--- config.mk ---
export PLATFORM = sky130hd
export DESIGN_NAME = lfsf_tracker
export DESIGN_NICKNAME = d
export VERILOG_FILES = /design/src/hdl/lfsf_pkg.sv /design/src/hdl/lfsf_tracker.sv
export SDC_FILE = /design/constraint.sdc
export NUM_CORES = 1
export LEC_CHECK = 0
export BUFFER_PORTS_ARGS = -buffer_cell sky130_fd_sc_hd__buf_4
export CORE_AREA = 2 2 117 119
export CTS_BUF_LIST = sky130_fd_sc_hd__clkbuf_4
export DETAILED_ROUTE_END_ITERATION = 16
export DIE_AREA = 0 0 119 121
export PLACE_DENSITY_LB_ADDON = 0.25
export SLEW_MARGIN = 20
export SYNTH_ARGS = -nofsm -noshare
export SYNTH_HDL_FRONTEND = slang
export SYNTH_SLANG_ARGS = --single-unit
--- constraint.sdc ---
create_clock -name clk -period 12.4 [get_ports clk]
set_input_delay 1.24 -clock clk [delete_from_list [all_inputs] [get_ports clk]]
set_output_delay 1.24 -clock clk [all_outputs]
set_load 0.01 [all_outputs]
--- src/hdl/lfsf_pkg.sv ---
`default_nettype none

package lfsf_pkg;

	// Grid geometry and field widths
	localparam int MAX_WIDTH = 1024;
	localparam int ADDR_W    = $clog2(MAX_WIDTH);
	localparam int SCORE_W   = 11;
	localparam int POS_W     = 10;
	localparam int BYTE_W    = 8;
	localparam int CFG_W     = 11;

	// Register reset values
	localparam logic [BYTE_W-1:0]  OBSTACLE_RESET = BYTE_W'(111);
	localparam logic [SCORE_W-1:0] WIDTH_RESET    = SCORE_W'(MAX_WIDTH);

	// Configuration register indexes
	typedef enum logic [0:0] {
		CFG_OBSTACLE = 1'b0,
		CFG_WIDTH    = 1'b1
	} cfg_index_t;

	// One accepted cell together with its grid position
	typedef struct packed {
		logic [BYTE_W-1:0] cell_byte;
		logic              last_cell;
		logic [POS_W-1:0]  row;
		logic [POS_W-1:0]  col;
	} cell_t;

	// Line buffer write port
	typedef struct packed {
		logic               en;
		logic [ADDR_W-1:0]  addr;
		logic [SCORE_W-1:0] data;
	} lb_wr_t;

	// Best square seen so far
	typedef struct packed {
		logic [SCORE_W-1:0] side;
		logic [POS_W-1:0]   row;
		logic [POS_W-1:0]   col;
	} best_t;

endpackage

`default_nettype wire

--- src/hdl/lfsf_tracker.sv ---
`default_nettype none

// Scores the cell held in the input stage and keeps the running best square.
module lfsf_tracker (
	input  wire logic                           clk,
	input  wire logic                           arst_n,
	input  wire logic                           fire,
	input  wire lfsf_pkg::cell_t                cur,
	input  wire logic [lfsf_pkg::SCORE_W-1:0]   above,
	input  wire logic [lfsf_pkg::BYTE_W-1:0]    obstacle,
	output lfsf_pkg::lb_wr_t                    wr,
	output lfsf_pkg::best_t                     best_next
);

	logic [lfsf_pkg::SCORE_W-1:0] left_q;
	logic [lfsf_pkg::SCORE_W-1:0] diag_q;
	lfsf_pkg::best_t              best_q;
	logic [lfsf_pkg::SCORE_W-1:0] min3;
	logic [lfsf_pkg::SCORE_W-1:0] score;

	// Three-way minimum and cell score
	always_comb begin
		min3 = above;
		if (left_q < min3) begin
			min3 = left_q;
		end
		if (diag_q < min3) begin
			min3 = diag_q;
		end
		if (cur.cell_byte == obstacle) begin
			score = '0;
		end else if ((cur.row == '0) || (cur.col == '0)) begin
			score = lfsf_pkg::SCORE_W'(1);
		end else begin
			score = min3 + lfsf_pkg::SCORE_W'(1);
		end
	end

	// Best update; ties go to the smaller top row, then the smaller left column
	always_comb begin
		best_next = best_q;
		if (score > best_q.side) begin
			best_next.side = score;
			best_next.row  = cur.row;
			best_next.col  = cur.col;
		end else if ((score == best_q.side) &&
				((cur.row < best_q.row) ||
				((cur.row == best_q.row) && (cur.col < best_q.col)))) begin
			best_next.row = cur.row;
			best_next.col = cur.col;
		end
	end

	assign wr.en   = fire;
	assign wr.addr = cur.col[lfsf_pkg::ADDR_W-1:0];
	assign wr.data = score;

	// Neighbor scores and best square; cleared after the last cell of a grid
	always_ff @(posedge clk or negedge arst_n) begin
		if (!arst_n) begin
			left_q <= '0;
			diag_q <= '0;
			best_q <= '0;
		end else if (fire) begin
			if (cur.last_cell) begin
				left_q <= '0;
				diag_q <= '0;
				best_q <= '0;
			end else begin
				left_q <= score;
				diag_q <= above;
				best_q <= best_next;
			end
		end
	end

endmodule

`default_nettype wire
==> results of run 1 <==
sequential cells by signal, indices dropped and copies added (netlist names):
register and count:
best_q 31, diag_q 11, left_q 11
per-layer routing:
metal | vias to the layer above | part of all wire | routed length, um
li1 | 2345 | - | -
met1 | 2321 | 0.45 | 6701
met2 | 123 | 0.49 | 7269
met3 | 16 | 0.045 | 670
met4 | 0 | 0.022 | 328
met5 | - | 0 | 0
cell usage in the layout (no fill, tap or decap), types with 17 or more instances in the layout:
cell / instances
xor2_1: 17
nand2b_1: 24
nand3_1: 37
a21oi_1: 31
buf_4: 110
o21ai_0: 25
dfrtp_1: 53
nor2_1: 36
ha_1: 49
and3_1: 23
o211ai_1: 21
nand2_1: 59
mux2_4: 21
inv_1: 57
report_power, final:
part           total (mW)  internal [mW]  switching (mW)  leakage [nW]
Sequential          0.286          0.225          0.0609         0.702
Clock              0.0906         0.0250          0.0656        0.0360
Combinational        1.63          0.759           0.869          2.13
layout make-up:
| type | instances | area, sq um |
|---|---|---|
| fillers | 1311 | 7058 |
| well taps | 176 | 220.2 |
| flip-flops and latches | 53 | 1326 |
| multi-input cells | 475 | 3382 |
| clock inverters | 2 | 13.76 |
| clock buffers | 6 | 45.04 |
| inverters | 57 | 214.0 |
| repair buffers | 110 | 825.8 |
synthesized netlist by cell type, drive strengths merged (17+ instances only):
cell	instances	share of area
mux2	27	0.075
xor2	17	0.029
inv	57	0.042
and3	23	0.028
nand2	59	0.043
o211ai	21	0.031
nor2	36	0.026
clkbuf	21	0.015
buf	20	0.026
nand3	37	0.036
o21ai	27	0.026
ha	49	0.12
nand2b	24	0.029
dfrtp	53	0.26
a21oi	31	0.030
worst max-delay path: cells and delay by family:
family / cells / cell delay [ns]
buf+inv: 5 / 0.83
compound gates: 11 / 2.48
mux: 4 / 0.87
fa+ha+maj: 4 / 1.35
simple gates: 12 / 3.18
xor+xnor: 1 / 0.15
worst paths after layout:
check | startpoint | to | slack, ns
worst max-delay path | above[9] | best_next[13] | 1.03
worst max register to register | left_q[9]$_DFFE_PN0P_ | best_q[11]$_DFFE_PN0P_ | 3.18
min in group asynchronous | arst_n | diag_q[10]$_DFFE_PN0P_ | 0.83
worst min register to register | best_q[25]$_DFFE_PN0P_ | best_q[25]$_DFFE_PN0P_ | 0.52
worst min-delay path | best_q[25]$_DFFE_PN0P_ | best_q[25]$_DFFE_PN0P_ | 0.52
max in group asynchronous | arst_n | diag_q[0]$_DFFE_PN0P_ | 11.08
logic make-up after synthesis:
family | share of synthesized area
AOI/OAI and AO/OA | 0.1789
xor gates and xnor gates | 0.05124
adders and majority gates | 0.1240
buffers and inverters | 0.08321
DFF | 0.2587
muxes | 0.08638
and+or+nand+nor | 0.2177
stage by stage:
| step | worst slack (ns) | hold slack, ns | utilization | cells |
|---|---|---|---|---|
| final | 1.026 | 0.5192 | 0.4606 | 879 |
| after global routing | 0.2867 | 0.5395 | 0.4606 | 879 |
| after CTS | 1.141 | 0.5234 | 0.4606 | 879 |
| after detailed placement | 1.114 | 0.4819 | 0.4561 | 871 |
| after global placement | 1.358 | 0.4754 | 0.4561 | 871 |
| after floorplan | 1.882 | 0.4561 | - | 626 |
==> insert_results.sql, run 1 <==
INSERT INTO impl_metrics (metric_group, metric, value, unit) VALUES
('run_status', 'run_status', 'finished clean', ''),
('timing', 'worst_pin_slew', '0.9528', 'ns'),
('critical_path', 'timing.critical_path.required', '11.16', 'ns'),
('clock_network', 'cts_root_buffer', 'clkbuf_4', ''),
('timing', 'finalCriticalPeriod', '11.37', 'ns'),
('critical_path', 'timing.critical_path.slowest_stage_cell', 'and2_2', ''),
('timing', 'fin_worst_skew', '0.004514', 'ns'),
('timing', 'finalCritPeriodShare', '0.9173', ''),
('global_route', 'grt.met2_usage', '0.3642', ''),
('timing', 'setup_viol_count_final', '0', ''),
('synth', 'synth-edff-count', '0', ''),
('detailed_routing', 'detail_route.first_pass.iterations', '5', ''),
('global_route', 'groute.layer.met1.usage', '0.2683', ''),
('clock_network', 'worst_skew_pair.late_latency', '0.42', 'ns'),
('die', 'std_cell_rows', '42', ''),
('pwr', 'finalPower', '2.004', 'mW'),
('pwr', 'pwr_density_cell', '332.6', 'nW/um^2'),
('clock_network', 'cts_made_buffers', '5', ''),
('finish', 'final_nets', '802', ''),
('finish', 'areaGrowthSynthToFinish', '17.55', '%'),
('clock_network', 'cts_max_path_buffers', '2', ''),
('detailed_routing', 'totalWireLength', '14.97', 'mm'),
('global_route', 'globalRoute.totalOverflow', '0', ''),
('synth', 'netlist_area', '5127', 'sq um'),
('global_route', 'grt.met3_usage', '0.03994', ''),
('global_route', 'antenna_found_initial', '0', ''),
('clock_network', 'cts_h_tree_depth', '2', ''),
('die', 'coreArea', '13090', 'sq um'),
('global_route', 'grt_pass1_vias', '4698', ''),
('global_route', 'gr-usage-all-layers', '0.2118', ''),
('detailed_routing', 'postRouteAntennaNets', '0', ''),
('placement', 'place_area', '5968', 'sq um'),
('timing', 'final-max-slew-violation-count', '0', ''),
('placement', 'hpwl', '11.21', 'mm'),
('placement', 'gp_routability_congestion', '0.8518', ''),
('hold_path', 'worstHoldPathType', 'reg -> reg', ''),
('clock_network', 'tritoncts_num_sinks', '53', ''),
('die', 'die-width', '119', 'um'),
('pwr', 'vdd_drop_max', '0.0001935', 'V'),
('global_route', 'grt.busiest_layer', 'met2', ''),
('die', 'floorplan.die_area', '14400', 'sq um'),
('synth', 'synth_async_sr_flop_share', '1.000', ''),
('pwr', 'p_leak', '2.871', 'nW'),
('critical_path', 'criticalPathCategory', 'in -> out', ''),
('global_route', 'grt_max_degree', '79', ''),
('die', 'floorplan.initialDensity', '0.3919', ''),
('detailed_routing', 'per_cell_via_count_in_the_routed_design', '5.466', ''),
('synth', 'synth.ff_latch_count', '53', ''),
('die', 'dieHeight', '121', 'um'),
('hold_path', 'min_delay_path_depth', '1', ''),
('timing', 'rsz0062_at_grt', 'no', ''),
('finish', 'fraction_of_final_layout_cells_sized_beyond_drive_strength_1', '0.2276', ''),
('synth', 'ys_warn_count', '0', ''),
('placement', 'buffer_ports.inserted', '103', ''),
('die', 'num_io_pins', '104', ''),
('timing', 'slew-limit-headroom', '0.3648', ''),
('flow_run', 'maxCapViolCount', '0', ''),
('timing', 'finalSetupTns', '0', 'ns'),
('synth', 'synth.distinct_cells', '45', ''),
('synth', 'synthesis.nets', '726', ''),
('clock_network', 'post_cts_resized', '0', ''),
('detailed_routing', 'wl_per_cell', '17.03', 'um'),
('clock_network', 'cts_tree', 'yes', ''),
('critical_path', 'worst_setup_path_end_kind', 'primary output', ''),
('synth', 'yosysSeqAreaShare', '0.2587', ''),
('synth', 'synth-main-ff-cell', 'dfrtp_1', ''),
('critical_path', 'cp.arrival', '10.13', 'ns'),
('synth', 'syn-mean-instance-area', '8.191', 'sq um'),
('critical_path', 'cp-start-kind', 'primary input', ''),
('finish', 'final_design_area_no_fill', '6027', 'sq um'),
('timing', 'max_clock_freq', '87.92', 'MHz'),
('critical_path', 'worst_r2r_path_depth', '35', ''),
('clock_network', 'postCtsSetupRepairBufs', '0', ''),
('detailed_routing', 'drc_errors', '0', ''),
('timing', 'final-hold-violation-count', '0', ''),
('finish', 'num_antenna_cells', '0', ''),
('detailed_routing', 'vias_after_detailed_routing', '4805', ''),
('clock_network', 'clk_pin_slew_worst_paths', '0.17', 'ns'),
('synth', 'synthCells', '626', ''),
('critical_path', 'path_max_fanout', '31', ''),
('global_route', 'grt_pass1_wl', '24.24', 'mm'),
('clock_network', 'postCtsHoldBufs', '0', ''),
('critical_path', 'critical_path.max_stage_delay', '0.80', 'ns'),
('detailed_routing', 'dr.first_iter.drc_count', '252', '');
Note: power is estimated with default switching activity, not from simulation.
==> run 2: changes to the inputs <==
- CORE_AREA: 2 2 117 119 -> 3 3 118 120
- DIE_AREA: 0 0 119 121 -> 0 0 121 123
==> run 2 against run 1 <==
Effect of this change:
- sequential cell count did not move
- wire length about the same
- design area up 0.17%
- total power decreased by 0.42%
- core utilization is 0.076 points higher
- hold slack lost 0.014 ns
==> insert_results.sql, run 2 (synthesis results as in run 1) <==
INSERT INTO impl_metrics (metric_group, metric, value, unit) VALUES
('run_status', 'run_status', 'finished clean', ''),
('clock_network', 'cts_root_buffer', 'clkbuf_4', ''),
('pwr', 'p_leak', '2.874', 'nW'),
('detailed_routing', 'totalWireLength', '14.96', 'mm'),
('flow_run', 'maxCapViolCount', '0', ''),
('detailed_routing', 'per_cell_via_count_in_the_routed_design', '5.474', ''),
('finish', 'largest_reg_flops', '31', ''),
('timing', 'finalCritPeriodShare', '0.9128', ''),
('detailed_routing', 'wl_per_cell', '17.00', 'um'),
('timing', 'max_clock_freq', '88.35', 'MHz'),
('hold_path', 'worstHoldPathType', 'reg -> reg', ''),
('finish', 'top_regs', 'best_q: 31 flops, diag_q: 11 flops, left_q: 11 flops', ''),
('critical_path', 'r2r_start', 'left_q[2]$_DFFE_PN0P_', ''),
('die', 'num_io_pins', '104', ''),
('critical_path', 'reg2reg_setup_slack', '3.28', 'ns'),
('critical_path', 'worst_setup_path_end_kind', 'primary output', ''),
('clock_network', 'worst_skew_pair.late_latency', '0.43', 'ns'),
('die', 'coreArea', '13090', 'sq um'),
('finish', 'largest_register', 'best_q', ''),
('finish', 'fraction_of_final_layout_cells_sized_beyond_drive_strength_1', '0.2287', ''),
('die', 'std_cell_rows', '42', ''),
('pwr', 'pwr_density_cell', '330.6', 'nW/um^2'),
('timing', 'finalCriticalPeriod', '11.32', 'ns'),
('detailed_routing', 'detail_route.first_pass.iterations', '4', ''),
('critical_path', 'criticalPathCategory', 'in -> out', ''),
('critical_path', 'critical_path.max_stage_delay', '0.60', 'ns'),
('timing', 'fin_worst_skew', '0.01029', 'ns'),
('timing', 'final-max-slew-violation-count', '0', ''),
('critical_path', 'timing.rr.end', 'best_q[10]$_DFFE_PN0P_', ''),
('critical_path', 'timing.critical_path.slowest_stage_cell', 'nor4_1', ''),
('detailed_routing', 'drc_errors', '0', ''),
('global_route', 'globalRoute.totalOverflow', '0', ''),
('clock_network', 'cts_max_path_buffers', '2', ''),
('critical_path', 'path_max_fanout', '34', ''),
('critical_path', 'worst_r2r_path_depth', '34', ''),
('finish', 'fill_cells', '1295', ''),
('detailed_routing', 'vias_after_detailed_routing', '4817', ''),
('critical_path', 'cp.arrival', '10.08', 'ns'),
('clock_network', 'clk_pin_slew_worst_paths', '0.15', 'ns'),
('timing', 'slew-limit-headroom', '0.4411', ''),
('clock_network', 'tritoncts_num_sinks', '53', ''),
('placement', 'gp_routability_congestion', '0.8784', ''),
('detailed_routing', 'dr.first_iter.drc_count', '232', ''),
('global_route', 'antenna_found_initial', '0', ''),
('finish', 'num_antenna_cells', '0', ''),
('timing', 'setup_viol_count_final', '0', ''),
('pwr', 'vdd_drop_max', '0.0001940', 'V'),
('placement', 'place_area', '5976', 'sq um'),
('timing', 'finalHoldWorstSlack', '0.5049', 'ns'),
('detailed_routing', 'postRouteAntennaNets', '0', ''),
('timing', 'finalSetupTns', '0', 'ns'),
('placement', 'hpwl', '11.29', 'mm'),
('placement', 'pre_cts_slack', '0.8363', 'ns'),
('critical_path', 'cp-start-kind', 'primary input', ''),
('critical_path', 'worst_setup_path_startpoint', 'above[6]', ''),
('timing', 'worst_pin_slew', '0.8383', 'ns'),
('timing', 'final-hold-violation-count', '0', ''),
('finish', 'final_design_area_no_fill', '6037', 'sq um'),
('finish', 'areaGrowthSynthToFinish', '17.74', '%'),
('finish', 'final_nets', '803', ''),
('global_route', 'gr-usage-all-layers', '0.2060', ''),
('die', 'die-width', '121', 'um'),
('global_route', 'grt_pass1_vias', '4854', ''),
('global_route', 'grt_pass1_wl', '24.46', 'mm'),
('global_route', 'grt_max_degree', '79', ''),
('clock_network', 'cts_h_tree_depth', '2', ''),
('clock_network', 'cts_tree', 'yes', ''),
('clock_network', 'postCtsHoldBufs', '0', ''),
('timing', 'fin_ws', '1.081', 'ns'),
('finish', 'most_common_library_cell_in_the_layout_ignoring_fill_and_taps', 'buf_4', ''),
('critical_path', 'timing.critical_path.required', '11.16', 'ns'),
('die', 'dieHeight', '123', 'um'),
('die', 'floorplan.die_area', '14880', 'sq um'),
('critical_path', 'worstSetupEndpoint', 'best_next[13]', ''),
('placement', 'buffer_ports.inserted', '103', ''),
('finish', 'layout.cells.most_common_list', '111 x buf_4, 59 x nand2_1, 57 x inv_1', ''),
('clock_network', 'cts_made_buffers', '5', ''),
('die', 'floorplan.initialDensity', '0.3919', ''),
('timing', 'rsz0062_at_grt', 'no', '');
## run 2: final cells by class
class	instances	area, sq um	area share
multi-input cells	475	3383	0.5604
flip-flops and latches	53	1326	0.2197
repair buffers	111	833.3	0.1380
well taps	176	220.2	0.03648
inverters	57	214.0	0.03544
clock buffers	7	52.55	0.008705
clock inverters	1	7.507	0.001244
## run 2: critical path: cells and delay by family
family	cells	cell delay (ns)
fa+ha+maj	4	1.33
xor+xnor	1	0.14
mux	4	0.92
simple gates	11	2.77
compound gates	11	2.70
buf+inv	5	0.95
## run 2: metrics by stage
step | power [mW] | util | instances
finish | 1.996 | 0.4614 | 880
global route | 2.175 | 0.4614 | 880
CTS | 2.016 | 0.4613 | 880
detailed placement | 1.916 | 0.4567 | 872
global placement | 1.901 | 0.4567 | 872
floorplan | 1.360 | - | 626
## run 2: how the worst min path moves through the flow
stage / slack, ns / to / startpoint / depth (start not counted)
floorplan: 0.46 / best_q[25]$_DFFE_PN0P_ / best_q[25]$_DFFE_PN0P_ / 1
global placement: 0.47 / best_q[25]$_DFFE_PN0P_ / best_q[25]$_DFFE_PN0P_ / 1
detailed placement: 0.48 / best_q[25]$_DFFE_PN0P_ / best_q[25]$_DFFE_PN0P_ / 1
CTS: 0.51 / best_q[25]$_DFFE_PN0P_ / best_q[25]$_DFFE_PN0P_ / 1
global route: 0.55 / best_q[25]$_DFFE_PN0P_ / best_q[25]$_DFFE_PN0P_ / 1
finish: 0.50 / best_q[25]$_DFFE_PN0P_ / best_q[25]$_DFFE_PN0P_ / 1
## run 2: report_power, final
group | switching [mW] | internal (mW)
Clock | 0.0634 | 0.0268
Sequential | 0.0611 | 0.225
Combinational | 0.858 | 0.762
Total | 0.983 | 1.01
## run 2: timing repair
item                       CTS  global route
resized for setup            0             1
buffers inserted             0             0
setup endpoints to repair    0            20
## run 2: metal layers
layer	vias up	GRT usage	part of all wire
met1	2335	0.2642	0.45
met3	16	0.03385	0.044
li1	2351	-	-
met4	0	0.06445	0.016
met2	115	0.3557	0.49
met5	-	0	0
